### src/sv/wrl_pkg.sv
// Shared types, codes and constants of the windowed request limiter.
package wrl_pkg;

  // Client state store geometry.
  localparam int CLIENT_W     = 8;
  localparam int CLIENT_COUNT = 1 << CLIENT_W;

  // Milliseconds in one second, used to scale the window length.
  localparam logic [9:0] MS_PER_SECOND = 10'd1000;

  // Configuration port geometry and register indexes.
  localparam int CFG_INDEX_W = 3;
  localparam int CFG_DATA_W  = 16;

  localparam logic [CFG_INDEX_W-1:0] CFG_ENABLE      = 3'd0;
  localparam logic [CFG_INDEX_W-1:0] CFG_WINDOW      = 3'd1;
  localparam logic [CFG_INDEX_W-1:0] CFG_MAX_REQUEST = 3'd2;
  localparam logic [CFG_INDEX_W-1:0] CFG_MAX_SERVICE = 3'd3;
  localparam logic [CFG_INDEX_W-1:0] CFG_PENALTY     = 3'd4;

  // Penalty mode codes.
  localparam logic [1:0] PENALTY_LOG        = 2'd0;
  localparam logic [1:0] PENALTY_DENY       = 2'd1;
  localparam logic [1:0] PENALTY_DISCONNECT = 2'd2;

  // Verdict codes.
  localparam logic [1:0] VERDICT_ALLOW      = 2'd0;
  localparam logic [1:0] VERDICT_LOG        = 2'd1;
  localparam logic [1:0] VERDICT_DENY       = 2'd2;
  localparam logic [1:0] VERDICT_DISCONNECT = 2'd3;

  // Settings the back end needs, held by the front end.
  typedef struct packed {
    logic [31:0] expiry_ms;
    logic [15:0] max_requests;
    logic [15:0] max_services;
    logic [1:0]  penalty_verdict;
  } cfg_t;

  // One classified request as it waits in the queue.
  typedef struct packed {
    logic [CLIENT_W-1:0] client;
    logic [31:0]         now_ms;
    logic [15:0]         service;
    logic                bypass;
  } item_t;

  // One client entry of the state store.
  typedef struct packed {
    logic [31:0] window_begin;
    logic [15:0] previous_service;
    logic [31:0] services_seen;
    logic [31:0] requests_seen;
    logic [31:0] violations;
  } entry_t;

  // Back end sequencer states.
  typedef enum logic {
    BK_FETCH,
    BK_UPDATE
  } back_state_t;

  // Verdict given on a violation; an unused mode code logs.
  function automatic logic [1:0] penalty_to_verdict(input logic [1:0] mode);
    logic [1:0] v;
    case (mode)
      PENALTY_DISCONNECT: v = VERDICT_DISCONNECT;
      PENALTY_DENY:       v = VERDICT_DENY;
      default:            v = VERDICT_LOG;
    endcase
    return v;
  endfunction

endpackage

### src/sv/wrl_queue.sv
// Two-entry request queue between the front and back ends.
module wrl_queue (
  input  logic           clk,
  input  logic           rst,
  input  logic           push,
  input  wrl_pkg::item_t push_item,
  input  logic           pop,
  output wrl_pkg::item_t head,
  output logic           empty,
  output logic           full
);

  wrl_pkg::item_t slots [2];
  logic           wr_ptr;
  logic           rd_ptr;
  logic [1:0]     count;

  assign empty = (count == 2'd0);
  assign full  = (count == 2'd2);
  assign head  = slots[rd_ptr];

  // Slot storage.
  always_ff @(posedge clk) begin
    if (push) begin
      slots[wr_ptr] <= push_item;
    end
  end

  // Pointers and fill level.
  always_ff @(posedge clk) begin
    if (rst) begin
      wr_ptr <= 1'b0;
      rd_ptr <= 1'b0;
      count  <= '0;
    end else begin
      if (push) begin
        wr_ptr <= !wr_ptr;
      end
      if (pop) begin
        rd_ptr <= !rd_ptr;
      end
      if (push && !pop) begin
        count <= count + 2'd1;
      end else if (pop && !push) begin
        count <= count - 2'd1;
      end
    end
  end

endmodule

### config.mk
export PLATFORM = sky130hd
export DESIGN_NAME = wrl_queue
export DESIGN_NICKNAME = d
export VERILOG_FILES = /design/src/sv/wrl_pkg.sv /design/src/sv/wrl_queue.sv
export SDC_FILE = /design/constraint.sdc
export NUM_CORES = 1
export LEC_CHECK = 0
export BUFFER_PORTS_ARGS = -buffer_cell sky130_fd_sc_hd__buf_2
export CORE_ASPECT_RATIO = 0.6
export CORE_MARGIN = 10
export CORE_UTILIZATION = 51
export CTS_CLUSTER_SIZE = 16
export DETAILED_ROUTE_END_ITERATION = 10
export PLACE_DENSITY = 0.78
export SYNTH_ARGS = -nofsm -noshare
export SYNTH_HDL_FRONTEND = slang
export SYNTH_SLANG_ARGS = --single-unit
### constraint.sdc
create_clock -name clk -period 4.3 [get_ports clk]
set_input_delay 0.215 -clock clk [delete_from_list [all_inputs] [get_ports clk]]
set_output_delay 0.215 -clock clk [all_outputs]
set_load 0.03 [all_outputs]
==> metrics.cfg <==
[global_route]
grtUsageTotal=0.1488
antenna_found_initial=0
grt_pass1_wl_mm=14.49
grt_overflow_total=0
grt_pass1_vias=2792
grt_max_degree=36

[worst_setup_path]
regToRegStartpoint=wr_ptr$_SDFFE_PP0P_
cp.required_ns=4.09
worstPathMaxFanout=35
crit_arrival_ns=2.28
critPathLaunchType=flip-flop
critPathMaxStageDelay_ns=0.87
path_cells=buf_4 -> mux2_2 -> buf_2
worst-setup-path-type=flip-flop to output pin
reg2reg_depth=2
cpMaxStageDelayCell=dfxtp_2
end_kind=output pin

[route]
ant_nets=0
drcViolationCount=0
drtIter0Drc=135
via_count=2465
first_pass_iters=4
vias_per_cell=4.862
wire_per_inst_um=18.35
finalWirelength_mm=9.304

[synth]
synth_area_sq_um=4324
synth_cell_types=17
synth.top_cell.area_share=0.7917
syn-num-nets=261
ys_seq_area_frac=0.8148
synth_most_common_cell=edfxtp_1
yosysTopAreaCell=edfxtp_1
synth-async-reset-ratio=0
yosysWarnings=0
synth_area_leaders=edfxtp_1 79%, mux2_2 15%, dfxtp_1 2.3%
synth_edf_count=114
ys.flop_type=edfxtp_1
synthCells=199
ys_ff_latch=119
syn_area_per_cell_sq_um=21.73
ys_top_cells_by_count=114 x edfxtp_1, 57 x mux2_2, 5 x dfxtp_1, 5 x nor2_1, 3 x buf_6

[sta]
grt_setup_unrepaired=false
setup_viol=0
relSlewSlack=0.4374
slew_viol_final=0
layout_min_cycle_time_ns=2.497
finalHoldViolations=0
fmax_mhz=400.5
worst_slew_pin_slew_ns=0.8421
fin_tns_setup_ns=0
skew_ns=0.006733
min_period_over_period=0.5806

[clocking]
numClockSinks=119
post_cts_resized=0
clk_pin_slew_ns=0.05
post_cts_buffers=0
cts_tree=done
cts_max_level=4
clockRootBuffer=clkbuf_16
cts_hold_buf=53
cts_buffer_depth=2
insertion_delay_ns=0.40
cts_buffers=17

[placed_design]
port_buffers=119
place_hpwl_mm=5.950
dp.cells=423
gp_congestion=0.7465

[layout]
num-nets-final=449
area_delta_synth_final_pct=41.29
final_cells=507
layout-drive-gt1-share=0.5188
antenna_cells=0

[die]
start_util=0.5358
coreArea_sq_um=8070
ios=120
dieHeight_um=91.33
rows=25
die_width_um=138.9
die-area_sq_um=12680

[power_and_ir_drop]
leakagePower_nw=2.353
irDropWorstVdd_mv=0.2999
finalPower_w=0.003068
p_per_area_nw_per_um2=502.2

[status]
status=completed

[min_path]
holdPathStages=1
min_from=push_item[34]
hold_class=input pin to flip-flop

[job]
maxCapViolations=0

==> state kept, by name (all words and copies together), names as in the netlist, named ones only <==
name / count
rd_ptr: 1
wr_ptr: 1
count: 2
slots: 114
==> where the power goes <==
part,internal (W),switching [W],total (W)
clock,0.000831,0.000447,0.00128
combinational,0.000162,0.000243,0.000405
sequential,0.00135,0.0000317,0.00139
total,0.00235,0.000721,0.00307
==> placed cells by master, fill, tap and decap left out, drive strengths merged <==
cell / Yosys / routed
xor2: 2 / 2
nor2: 5 / 5
o21ai: 1 / 1
buf: 6 / 122
and2b: 1 / 1
a21oi: 1 / 1
dfxtp: 5 / 5
clkinv: 0 / 10
ha: 1 / 1
clkinvlp: 0 / 1
dlygate4sd3: 0 / 53
and2: 1 / 1
bufinv: 0 / 2
clkbuf: 0 / 18
inv: 1 / 1
edfxtp: 114 / 114
or3: 1 / 1
mux2: 57 / 57
nor2b: 1 / 1
xnor2: 2 / 2
==> final cells by class <==
cell class                 instances  area, sq um
clock buffer                      18        429.2
timing repair buffer             175         1149
multi-input combinational         73        754.5
clock inverter                    13        113.9
tap                              108        135.1
sequential                       119         3525
inverter                           1        3.754
fill                             485         1961
==> per-layer routing <==
metal	wire, um	vias to the layer above	global-route usage	part of all wire
li1	-	1161	-	-
met3	827	10	0.08268	0.089
met1	3798	1203	0.1605	0.41
met2	4578	91	0.2421	0.49
met5	0	-	0	0
met4	100	0	0.05709	0.011
==> final timing paths <==
path	end	slack [ns]
worst max-delay path	head[13]	1.80
worst min-delay path	slots[0][34]$_DFFE_PP_	0.02
worst max register to register	slots[1][12]$_DFFE_PP_	2.36
worst min register to register	count[1]$_SDFFE_PP0P_	0.51
==> through the flow <==
stage	instance area, sq um	utilization	setup slack [ns]	hold WS [ns]
floorplan	4324	-	0.9553	0.2841
global placement	5036	0.6240	2.206	0.4021
detailed placement	5036	0.6240	2.203	0.4061
CTS	6110	0.7571	1.762	0.0005840
global route	6110	0.7571	1.637	0.005001
finish	6110	0.7571	1.803	0.01841
==> cell families (layout without fill, tap and decap cells) <==
group,Yosys count,count (layout),synth area share
xor+xnor,4,4,0.008103
simple gates,9,9,0.01071
buf+inv,7,207,0.01273
compound gates,2,2,0.002313
mux,57,57,0.1484
fa+ha+maj,1,1,0.002893
flops,119,119,0.8148
==> worst max-delay path, delay by kind of cell (launching register included) <==
family	cells	cell delay, ns
muxes	1	0.39
DFF	1	0.87
buffers and inverters	2	0.62
No activity file was read; power rests on OpenSTA's default activity.
