===== config.mk =====
export PLATFORM = sky130hd
export DESIGN_NAME = wrl_front
export DESIGN_NICKNAME = d
export VERILOG_FILES = /design/src/sv/wrl_pkg.sv /design/src/sv/wrl_front.sv
export SDC_FILE = /design/constraint.sdc
export NUM_CORES = 1
export LEC_CHECK = 0
export BUFFER_PORTS_ARGS = -buffer_cell sky130_fd_sc_hd__buf_2
export CAP_MARGIN = 20
export CORE_MARGIN = 2
export CORE_UTILIZATION = 50
export DETAILED_ROUTE_END_ITERATION = 16
export PLACE_DENSITY = 0.87
export SLEW_MARGIN = 15
export SYNTH_ARGS = -nofsm -noshare
export SYNTH_HDL_FRONTEND = slang
export SYNTH_SLANG_ARGS = --single-unit

===== constraint.sdc =====
create_clock -name clk -period 7.65 [get_ports clk]
set_input_delay 1.1475 -clock clk [delete_from_list [all_inputs] [get_ports clk]]
set_output_delay 1.1475 -clock clk [all_outputs]
set_load 0.01 [all_outputs]

===== src/sv/wrl_pkg.sv =====
// Shared types, codes and constants of the windowed request limiter.
package wrl_pkg;

  // Client state store geometry.
  localparam int CLIENT_W     = 8;
  localparam int CLIENT_COUNT = 1 << CLIENT_W;

  // Milliseconds in one second, used to scale the window length.
  localparam logic [9:0] MS_PER_SECOND = 10'd1000;

  // Configuration port geometry and register indexes.
  localparam int CFG_INDEX_W = 3;
  localparam int CFG_DATA_W  = 16;

  localparam logic [CFG_INDEX_W-1:0] CFG_ENABLE      = 3'd0;
  localparam logic [CFG_INDEX_W-1:0] CFG_WINDOW      = 3'd1;
  localparam logic [CFG_INDEX_W-1:0] CFG_MAX_REQUEST = 3'd2;
  localparam logic [CFG_INDEX_W-1:0] CFG_MAX_SERVICE = 3'd3;
  localparam logic [CFG_INDEX_W-1:0] CFG_PENALTY     = 3'd4;

  // Penalty mode codes.
  localparam logic [1:0] PENALTY_LOG        = 2'd0;
  localparam logic [1:0] PENALTY_DENY       = 2'd1;
  localparam logic [1:0] PENALTY_DISCONNECT = 2'd2;

  // Verdict codes.
  localparam logic [1:0] VERDICT_ALLOW      = 2'd0;
  localparam logic [1:0] VERDICT_LOG        = 2'd1;
  localparam logic [1:0] VERDICT_DENY       = 2'd2;
  localparam logic [1:0] VERDICT_DISCONNECT = 2'd3;

  // Settings the back end needs, held by the front end.
  typedef struct packed {
    logic [31:0] expiry_ms;
    logic [15:0] max_requests;
    logic [15:0] max_services;
    logic [1:0]  penalty_verdict;
  } cfg_t;

  // One classified request as it waits in the queue.
  typedef struct packed {
    logic [CLIENT_W-1:0] client;
    logic [31:0]         now_ms;
    logic [15:0]         service;
    logic                bypass;
  } item_t;

  // One client entry of the state store.
  typedef struct packed {
    logic [31:0] window_begin;
    logic [15:0] previous_service;
    logic [31:0] services_seen;
    logic [31:0] requests_seen;
    logic [31:0] violations;
  } entry_t;

  // Back end sequencer states.
  typedef enum logic {
    BK_FETCH,
    BK_UPDATE
  } back_state_t;

  // Verdict given on a violation; an unused mode code logs.
  function automatic logic [1:0] penalty_to_verdict(input logic [1:0] mode);
    logic [1:0] v;
    case (mode)
      PENALTY_DISCONNECT: v = VERDICT_DISCONNECT;
      PENALTY_DENY:       v = VERDICT_DENY;
      default:            v = VERDICT_LOG;
    endcase
    return v;
  endfunction

endpackage


===== src/sv/wrl_front.sv =====
// Front end: configuration registers, request acceptance and classification.
module wrl_front (
  input  logic                                clk,
  input  logic                                rst,
  input  logic                                cfg_valid,
  output logic                                cfg_ready,
  input  logic [wrl_pkg::CFG_INDEX_W-1:0]     cfg_index,
  input  logic [wrl_pkg::CFG_DATA_W-1:0]      cfg_data,
  input  logic                                in_valid,
  output logic                                in_stall,
  input  logic [wrl_pkg::CLIENT_W-1:0]        client,
  input  logic [31:0]                         now_ms,
  input  logic [15:0]                         service,
  input  logic                                q_full,
  output logic                                q_push,
  output wrl_pkg::item_t                      q_item,
  output wrl_pkg::cfg_t                       cfg
);

  logic        limiter_enable;
  logic [11:0] window_seconds;
  logic [15:0] max_requests;
  logic [15:0] max_services;
  logic [1:0]  penalty_mode;
  logic [31:0] expiry_ms;

  // Register writes are always taken.
  assign cfg_ready = 1'b1;

  always_ff @(posedge clk) begin
    if (rst) begin
      limiter_enable <= 1'b0;
      window_seconds <= '0;
      max_requests   <= '0;
      max_services   <= '0;
      penalty_mode   <= '0;
    end else if (cfg_valid) begin
      unique case (cfg_index)
        wrl_pkg::CFG_ENABLE:      limiter_enable <= cfg_data[0];
        wrl_pkg::CFG_WINDOW:      window_seconds <= cfg_data[11:0];
        wrl_pkg::CFG_MAX_REQUEST: max_requests   <= cfg_data;
        wrl_pkg::CFG_MAX_SERVICE: max_services   <= cfg_data;
        wrl_pkg::CFG_PENALTY:     penalty_mode   <= cfg_data[1:0];
        default: ;
      endcase
    end
  end

  // Window length in milliseconds, registered after the multiply.
  always_ff @(posedge clk) begin
    if (rst) begin
      expiry_ms <= '0;
    end else begin
      expiry_ms <= {20'd0, window_seconds} * {22'd0, wrl_pkg::MS_PER_SECOND};
    end
  end

  assign cfg.expiry_ms       = expiry_ms;
  assign cfg.max_requests    = max_requests;
  assign cfg.max_services    = max_services;
  assign cfg.penalty_verdict = wrl_pkg::penalty_to_verdict(penalty_mode);

  // Accept while the queue has room; mark requests that skip checking.
  assign in_stall       = q_full;
  assign q_push         = in_valid && !q_full;
  assign q_item.client  = client;
  assign q_item.now_ms  = now_ms;
  assign q_item.service = service;
  assign q_item.bypass  = !limiter_enable || (window_seconds == 12'd0);

endmodule


==> reports/metrics.yaml, run 1 <==
gp_congestion: 0.8698
grt_pass1_vias: 3396
wl_met2_um: 5004
relSlewSlack: 0.4876
vias_per_cell: 5.034
drt_pre_antenna_iters: 4
h-tree-depth: 3
synth_top_area_share: 0.2725
cts_num_sinks: 66
wl_per_cell_um: 13.75
cp.required_ns: 7.88
cap_violations: 0
grt_usage: 0.1912
path_depth: 12
syn_inst: 559
ys_types: 38
reg2reg_depth: 12
design_area_sq_um: 5024
numCtsBuffers: 9
grt_pass1_wl_um: 15650
synthArstFlopShare: 0
via_count: 3559
critPathKind: "register to register"
dp_slack_ns: 3.104
grt_antenna_before_repair: 0
yosys_most_used_dff: "dfxtp_1"
rr_startpoint: "window_seconds[2]$_SDFFE_PP0P_"
crit_path_end: "expiry_ms[18]$_SDFF_PP0_"
finalCritPeriodShare: 0.5961
dpl.hpwl_um: 7633
endpoint_kind: "register"
worst_pin_slew_ns: 0.7658
setup_viol: 0
seq_area_frac_synth: 0.2725
wl_met1_um: 3989
nFillCells: 856
grt_overflow: 0
yosysTopAreaCell: "dfxtp_1"
io_pins: 206
final_max_slew_viol_count: 0
avgSynthCellArea_sq_um: 8.673
period_minus_slack_ns: 4.560
powerDensity_nw_per_um2: 144.9
holdPathStages: 2
worstPathArrival_ns: 4.79
syn-cell-area_sq_um: 4848
worst-r2r-setup-slack_ns: 3.09
maxUsedRoutingLayer: "met4"
nets: 743
coreArea_sq_um: 9328
tritoncts: "built"
synth-edff-count: 0
ys_ff_latch: 66
setup_ws_ns: 3.090
final-hold-violation-count: 0
max_freq_ghz: 0.2193
final_layout_size_suffix_gt1_frac: 0.1678
cts_resized: 0
diodes: 0
drt-initial-drc-count: 165
outcome: "finished clean"
leakagePower_nw: 2.437
rr_endpoint: "expiry_ms[18]$_SDFF_PP0_"
ir_drop_v: 0.0001029
dpl_cell_area_sq_um: 4855
cpPeakStageDelay_ns: 0.54
path_clk_slew_ns: 0.08
area_growth_pct: 3.613
synthTopCellsByCount: "102 x nand2_1, 71 x buf_4, 66 x dfxtp_1"
fin_setup_tns_ns: 0
fp.dieW_um: 102.5
die_y_um: 102.5
rows: 35
cts.path.max_buffers: 2
rsz0062_at_grt: "false"
clk_latency_ns: 0.35
yosysWarningCount: 0
worstSetupStartpoint: "window_seconds[2]$_SDFFE_PP0P_"
path_max_fanout: 6
synth_area_leaders: "dfxtp_1 27%, fa_1 16%, ha_1 13%, buf_4 11%, nand2_1 7.9%"
cts_setup_buffers: 0
cpLargestDelayFamily: "adder cells"
dieArea_sq_um: 10500
path_buf_inv: 2
cts_root_buf: "clkbuf_8"
cp_slowest_cell: "fa_1"
path_common_cell: "fa_1"
initial_core_util: 0.5198
ant_nets: 0
hold_buffers: 0
met3_length_um: 479
finalWirelength_um: 9721
start_kind: "register"
utilization: 0.5386
drc: 0
hp-class: "register to register"
grt_max_degree: 74
crit_chain: "inv_1 -> fa_1 -> fa_1 -> fa_1 -> fa_1 -> inv_1 -> ha_1 -> a21o_1 -> a221o_1 -> a31o_1 -> a31oi_1 -> mux2_1"
skew_ns: 0.01235
yosysMostFrequentCell: "nand2_1"
io_buffers: 79
-- sequential cells by signal, indices dropped and copies added, names as in the netlist --
signal	flops
expiry_ms	19
max_requests	16
window_seconds	12
limiter_enable	1
penalty_mode	2
max_services	16
-- cell type report --
class,instances,area (sq um),share of cell area
Inverter,64,240.2,0.04782
Sequential cell,66,1321,0.2630
Timing Repair Buffer,80,402.9,0.08020
Multi-Input combinational cell,352,2729,0.5432
Clock inverter,7,45.04,0.008966
Tap cell,129,161.4,0.03213
Clock buffer,9,123.9,0.02466
-- cell usage in the layout, fill, tap and decap left out, types with 3 or more instances in the layout --
cell type	n
and3_1	6
fa_1	38
nand2_1	102
mux2_1	5
a31o_1	3
a21o_1	6
dfxtp_1	66
clkinv_2	4
a21oi_1	53
ha_1	52
nand3_1	3
clkbuf_8	9
buf_2	79
xnor2_1	5
a31oi_1	3
nor2b_1	11
o21ai_0	4
inv_1	64
nand4_1	3
xor2_1	3
conb_1	14
nor2_1	19
-- power breakdown --
part / internal [mW] / switching (mW) / total, mW
Combinational: 0.0405 / 0.0658 / 0.106
Clock: 0.117 / 0.146 / 0.263
Sequential: 0.353 / 0.00540 / 0.359
Total: 0.511 / 0.217 / 0.728
-- through the flow --
| stage | hold WS (ns) | power (mW) | cells |
|---|---|---|---|
| after detailed placement | 0.4462 | 0.4735 | 691 |
| after floorplan | 0.4329 | 0.4747 | 571 |
| after global routing | 0.4655 | 0.7641 | 707 |
| final | 0.4545 | 0.7278 | 707 |
| after CTS | 0.4570 | 0.7359 | 707 |
| after global placement | 0.4403 | 0.4692 | 691 |
-- layer usage --
metal / vias up / global-route usage
li1: 1717 / -
met1: 1714 / 0.2319
met2: 97 / 0.3198
met3: 31 / 0.03967
met4: 0 / 0.09949
met5: - / 0
-- logic make-up (layout without fill, tap and decap cells) --
family | count (synthesis) | in the layout | share of synthesized area
other | 2 | 14 | 0.001549
adders and majority gates | 90 | 90 | 0.2911
buffers and inverters | 153 | 160 | 0.1739
xor gates and xnor gates | 8 | 8 | 0.01445
muxes | 7 | 7 | 0.01574
DFF | 66 | 66 | 0.2725
AOI/OAI and AO/OA | 82 | 82 | 0.09858
and+or+nand+nor | 151 | 151 | 0.1321
-- worst min-delay path, cell delays in order, from the launching register on --
cell,delay (ns)
dfxtp_1,0.31
nand2_1,0.05
a21oi_1,0.05
-- worst min-delay path by stage --
stage / start / end / slack (ns)
final: max_services[5]$_SDFFE_PP0P_ / max_services[5]$_SDFFE_PP0P_ / 0.45
after CTS: max_services[5]$_SDFFE_PP0P_ / max_services[5]$_SDFFE_PP0P_ / 0.46
after global placement: max_services[11]$_SDFFE_PP0P_ / max_services[11]$_SDFFE_PP0P_ / 0.44
after detailed placement: max_services[5]$_SDFFE_PP0P_ / max_services[5]$_SDFFE_PP0P_ / 0.45
after floorplan: limiter_enable$_SDFFE_PP0P_ / limiter_enable$_SDFFE_PP0P_ / 0.43
after global routing: max_requests[3]$_SDFFE_PP0P_ / max_requests[3]$_SDFFE_PP0P_ / 0.47
No activity file was read; power rests on OpenSTA's default activity.
==> run 2, diff against run 1 <==
ABC_AREA = 1   (was not set)
CORE_UTILIZATION = 45   (was 50)
PLACE_DENSITY = 0.82   (was 0.87)
clock period = 3.8 ns   (was 7.65 ns; I/O delays follow)
==> run 2 against run 1 <==
Effect of this change: utilization decreased by 2.0 points; critical path type unchanged; highest routed layer unchanged; area after synthesis increased by 4.9%; critical path depth is 5 higher; register-to-register slack worse by 2.9 ns; wire length up 6.9%; hold slack lost 0.014 ns; die area grew 16%; sequential cell count stayed put.
==> reports/metrics.yaml, run 2 <==
outcome: "finished clean"
endpoint_kind: "register"
leakagePower_nw: 2.898
hp-start: "max_services[12]$_SDFFE_PP0P_"
synthArstFlopShare: 0
drt_pre_antenna_iters: 5
cap_violations: 0
relSlewSlack: 0.4314
gp_congestion: 0.8646
via_count: 3848
yosysWarningCount: 0
grt_pass1_wl_um: 16060
final-hold-violation-count: 0
path_max_fanout: 5
cp.required_ns: 4.08
hold_buffers: 0
multiInputGateArea_sq_um: 2839
h-tree-depth: 3
final_cell_mix: "116 x inv_1, 79 x buf_2, 73 x nand2_1"
cp_slowest_cell: "fa_1"
path_common_cell: "inv_1"
period_minus_slack_ns: 3.660
ff_latch_area_sq_um: 1326
critPathKind: "register to register"
fin_setup_tns_ns: 0
seq_area_frac_synth: 0.2599
utilization: 0.5190
hp-class: "register to register"
setup_ws_ns: 0.1404
crit_chain: "inv_1 -> fa_1 -> fa_1 -> inv_1 -> fa_1 -> inv_1 -> fa_1 -> inv_1 -> ha_4 -> nand2_1 -> inv_1 -> nand2_1 -> nor3_2 -> nand2_1 -> nand3_1 -> nand2_1 -> nor2_1"
cts_num_sinks: 66
cts_root_buf: "clkbuf_16"
regMostFlops: "expiry_ms"
top_regs: "expiry_ms x19, max_requests x16, max_services x16"
setup_viol: 0
synth_area_leaders: "dfxtp_1 26%, fa_1 15%, ha_1 13%, buf_4 11%, inv_1 8.9%"
rr_startpoint: "window_seconds[7]$_SDFFE_PP0P_"
dpl.hpwl_um: 7694
io_pins: 206
wl_per_cell_um: 12.70
nFillCells: 1030
grtUsageMet3: 0.03292
dieArea_sq_um: 12160
worst_pin_slew_ns: 0.8517
final_max_slew_viol_count: 0
vias_per_cell: 4.704
skew_ns: 0.008321
layout_commonest_cell: "inv_1"
syn_inst: 637
ant_nets: 0
numCtsBuffers: 9
worstSetupStartpoint: "window_seconds[7]$_SDFFE_PP0P_"
diodes: 0
dp_slack_ns: -0.006458
grt_usage: 0.1703
tritoncts: "built"
max_freq_ghz: 0.2733
grt_max_degree: 60
synth-edff-count: 0
gr-usage-met1: 0.2089
yosys_most_used_dff: "dfxtp_1"
coreArea_sq_um: 10940
finalWirelength_um: 10390
powerDensity_nw_per_um2: 365.9
rows: 38
total_power_mw: 2.077
yosysMostFrequentCell: "inv_1"
largest_reg_flops: 19
top_usage_layer: "met2"
fin_cells: 818
die_y_um: 110.3
cts.path.max_buffers: 2
path_clk_slew_ns: 0.06
grt_antenna_before_repair: 0
grt_pass1_vias: 3474
grtUsageMet2: 0.2914
ys_types: 31
fp.dieW_um: 110.3
clk_latency_ns: 0.33
start_kind: "register"
area_growth_pct: 11.64
initial_core_util: 0.4649
ir_drop_v: 0.0002269
finalCritPeriodShare: 0.9630
grt_overflow: 0
synthTopCellsByCount: "121 x inv_1, 77 x nand2_1, 73 x buf_4"
final_layout_size_suffix_gt1_frac: 0.2375
worstPathArrival_ns: 3.93
syn-cell-area_sq_um: 5084
io_buffers: 79
cpPeakStageDelay_ns: 0.54
nets: 843
dp.cells: 802
synth_top_area_share: 0.2599
drt-initial-drc-count: 195
yosysTopAreaCell: "dfxtp_1"
ys_ff_latch: 66
avgSynthCellArea_sq_um: 7.981
drc: 0
cts_setup_buffers: 0
## run 2: changes by cell type after synthesis, moves of 16 or more
cell     before  now
nor2_1       19   61
o21ai_1       2   18
inv_1        64  121
o21ai_0       4   34
nand2_1     102   77
## run 2: per-stage QoR
step / cell area, sq um / hold WS (ns)
after floorplan: 5129 / 0.4274
after global placement: 5225 / 0.4311
after detailed placement: 5225 / 0.4339
after CTS: 5568 / 0.4427
after global routing: 5675 / 0.4672
final: 5675 / 0.4403
## run 2: what timing repair did
item                                    in CTS  in global routing
endpoints found under the setup margin       5                 10
pin swaps                                    1                 16
hold endpoints to repair                     0                  0
gates resized for setup                      6                 25
## run 2: cell type report
class                   instances  area share
clock buffers                   9     0.03968
well taps                     140     0.03086
clock inverters                 7     0.01764
repair buffers                 98     0.09480
multi-input cells             373      0.5002
inverters                     125     0.08311
flip-flops and latches         66      0.2337
## run 2: power breakdown
group / leakage (nW) / switching (mW) / internal [mW]
Combinational: 2.20 / 0.246 / 0.168
Sequential: 0.539 / 0.0146 / 0.730
Clock: 0.160 / 0.339 / 0.580
## run 2: cell families after synthesis
| family | after synthesis | share of synthesized area |
|---|---|---|
| other | 2 | 0.001477 |
| adder cells (fa/ha/maj) | 90 | 0.2776 |
| flip-flops | 66 | 0.2599 |
| AO/OA/AOI/OAI | 97 | 0.09550 |
| AND/OR/NAND/NOR | 170 | 0.1479 |
| XOR/XNOR | 2 | 0.003446 |
| buffers and inverters | 210 | 0.2141 |
## run 2: critical path: cells and delay by family (launching register included)
kind / cells / cell delay (ns)
adders and majority gates: 5 / 2.30
and+or+nand+nor: 7 / 0.63
DFF: 1 / 0.33
buffers and inverters: 5 / 0.33
## run 2: worst paths after layout
path / to / slack [ns] / depth (start not counted)
max: expiry_ms[20]$_SDFF_PP0_ / 0.14 / 17
min reg2reg: max_services[12]$_SDFFE_PP0P_ / 0.44 / 2
min: max_services[12]$_SDFFE_PP0P_ / 0.44 / 2
max reg2reg: expiry_ms[20]$_SDFF_PP0_ / 0.14 / 17
## run 2: metal layers
layer  vias to the layer above  share of wire
met4                         0          0.019
met2                        97           0.52
met1                      1793           0.41
met3                        17          0.052
li1                       1941              -
met5                         -              0
==> run 3, diff against run 2 <==
CORE_ASPECT_RATIO = 0.8   (was not set)
CORE_UTILIZATION = 50   (was 45)
PLACE_DENSITY = 0.86   (was 0.82)
clock period = 4.65 ns   (was 3.8 ns; I/O delays follow)
==> run 3 against run 2 <==
Effect of this change: count of clock-buffer cells in the layout up 2; sequential cell count unchanged; wire length down 5.8%; global-route usage up 1.6 points; worst setup slack better by 0.44 ns; critical endpoint is now expiry_ms[21]$_SDFF_PP0_; largest cell class unchanged; highest routed layer unchanged.
==> reports/metrics.yaml, run 3 (same netlist as run 2, synthesis figures left out) <==
hold_buffers: 0
hold_end: "max_services[7]$_SDFFE_PP0P_"
cts_resized: 0
vias_per_cell: 4.787
period_minus_slack_ns: 4.070
nets: 824
initial_core_util: 0.5204
hp-class: "register to register"
gp_congestion: 0.8665
holdWs_ns: 0.4409
fin_setup_tns_ns: 0
top_regs: "expiry_ms x19, max_requests x16, max_services x16"
grt_antenna_before_repair: 0
cp_slowest_cell: "fa_1"
cts_setup_buffers: 0
cpLargestDelayFamily: "adder cells"
worstPathArrival_ns: 4.29
drc: 0
outcome: "finished clean"
layout_commonest_cell: "inv_1"
worst-r2r-setup-slack_ns: 0.58
diodes: 0
fp.dieW_um: 116.7
cap_violations: 0
cts_num_sinks: 66
max_freq_ghz: 0.2457
grt_pass1_wl_um: 16060
start_kind: "register"
finalWirelength_um: 9785
relSlewSlack: 0.4281
grt_usage: 0.1860
endpoint_kind: "register"
total_power_mw: 1.570
utilization: 0.5492
final_layout_size_suffix_gt1_frac: 0.1669
finalCritPeriodShare: 0.8753
drt_pre_antenna_iters: 4
path_common_cell: "nand2_1"
io_buffers: 79
rsz0062_at_grt: "false"
final_cell_mix: "121 x inv_1, 79 x buf_2, 77 x nand2_1"
via_count: 3806
clk_latency_ns: 0.33
powerDensity_nw_per_um2: 292.7
final-hold-violation-count: 0
design_area_sq_um: 5365
critPathKind: "register to register"
grt_pass1_vias: 3469
ir_drop_v: 0.0001969
tritoncts: "built"
rows: 32
rr_endpoint: "expiry_ms[21]$_SDFF_PP0_"
final_max_slew_viol_count: 0
h-tree-depth: 3
setup_viol: 0
rr_startpoint: "window_seconds[6]$_SDFFE_PP0P_"
holdPathStages: 2
skew_ns: 0.008289
ant_nets: 0
worst_pin_slew_ns: 0.8578
wl_per_cell_um: 12.31
regMostFlops: "expiry_ms"
grt_overflow: 0
cpPeakStageDelay_ns: 0.54
dpl.hpwl_um: 7645
reg2reg_depth: 17
largest_reg_flops: 19
dpl_cell_area_sq_um: 5077
path_buf_inv: 4
drt-initial-drc-count: 219
cts.path.max_buffers: 2
hp-start: "max_services[7]$_SDFFE_PP0P_"
area_growth_pct: 5.538
crit_chain: "inv_1 -> fa_1 -> fa_1 -> inv_1 -> fa_1 -> inv_1 -> fa_1 -> inv_1 -> ha_1 -> nand2_1 -> nand2_1 -> nand2_1 -> nand2_1 -> a21oi_1 -> nand3_2 -> nand2_1 -> nor2_1"
nFillCells: 945
dieArea_sq_um: 10990
io_pins: 206
path_max_fanout: 5
die_y_um: 94.19
numCtsBuffers: 9
cp.required_ns: 4.87
leakagePower_nw: 2.790
cts_root_buf: "clkbuf_16"
grt_max_degree: 60
path_clk_slew_ns: 0.05
coreArea_sq_um: 9769
run 3: cell count changes in the layout (fill, tap and decap cells not counted), sizes merged:
cell	before	now
clkinv	3	2
clkinvlp	0	2
bufinv	2	1
buf	98	79
clkbuf	9	11
inv	127	125
run 3: worst reg2reg max path, stage by stage, from the launching register on:
cell and delay [ns]:
dfxtp_1 0.42, inv_1 0.20, fa_1 0.52, fa_1 0.54
inv_1 0.06, fa_1 0.54, inv_1 0.06, fa_1 0.50
inv_1 0.04, ha_1 0.36, nand2_1 0.08, nand2_1 0.06
nand2_1 0.06, nand2_1 0.08, a21oi_1 0.22, nand3_2 0.10
nand2_1 0.07, nor2_1 0.05
run 3: per-layer routing:
| layer | routed length (um) | vias up | track usage |
|---|---|---|---|
| met5 | 0 | - | 0 |
| met1 | 4381 | 1757 | 0.2460 |
| li1 | - | 1907 | - |
| met4 | 147 | 0 | 0.05784 |
| met2 | 4590 | 121 | 0.2852 |
| met3 | 666 | 21 | 0.06516 |
run 3: area by class of cell:
type | instances | area (sq um) | share of cell area
clock buffer | 11 | 232.7 | 0.04338
clock inverter | 5 | 55.05 | 0.01026
inverter | 125 | 471.7 | 0.08792
sequential | 66 | 1321 | 0.2463
multi-input combinational | 373 | 2719 | 0.5068
timing repair buffer | 79 | 395.4 | 0.07369
tap | 136 | 170.2 | 0.03172
run 3: worst max path at each step:
stage,from,end,slack [ns],depth (start not counted)
after global placement,window_seconds[7]$_SDFFE_PP0P_,expiry_ms[17]$_SDFF_PP0_,0.70,17
after global routing,window_seconds[6]$_SDFFE_PP0P_,expiry_ms[20]$_SDFF_PP0_,0.34,17
after CTS,window_seconds[6]$_SDFFE_PP0P_,expiry_ms[21]$_SDFF_PP0_,0.58,17
final,window_seconds[6]$_SDFFE_PP0P_,expiry_ms[21]$_SDFF_PP0_,0.58,17
after detailed placement,window_seconds[6]$_SDFFE_PP0P_,expiry_ms[21]$_SDFF_PP0_,0.60,17
after floorplan,window_seconds[6]$_SDFFE_PP0P_,expiry_ms[19]$_SDFF_PP0_,0.92,17
run 3: per-stage QoR:
stage,instances,setup WS [ns]
3_5_place_dp,779,0.5954
6_report,795,0.5799
2_1_floorplan,649,0.9211
3_3_place_gp,779,0.7018
4_1_cts,795,0.5823
5_1_grt,795,0.3352
run 3: where the power goes:
group	total, mW	internal [mW]	switching (mW)
combinational	0.300	0.112	0.187
sequential	0.611	0.596	0.0147
clock	0.659	0.413	0.246
total	1.57	1.12	0.448
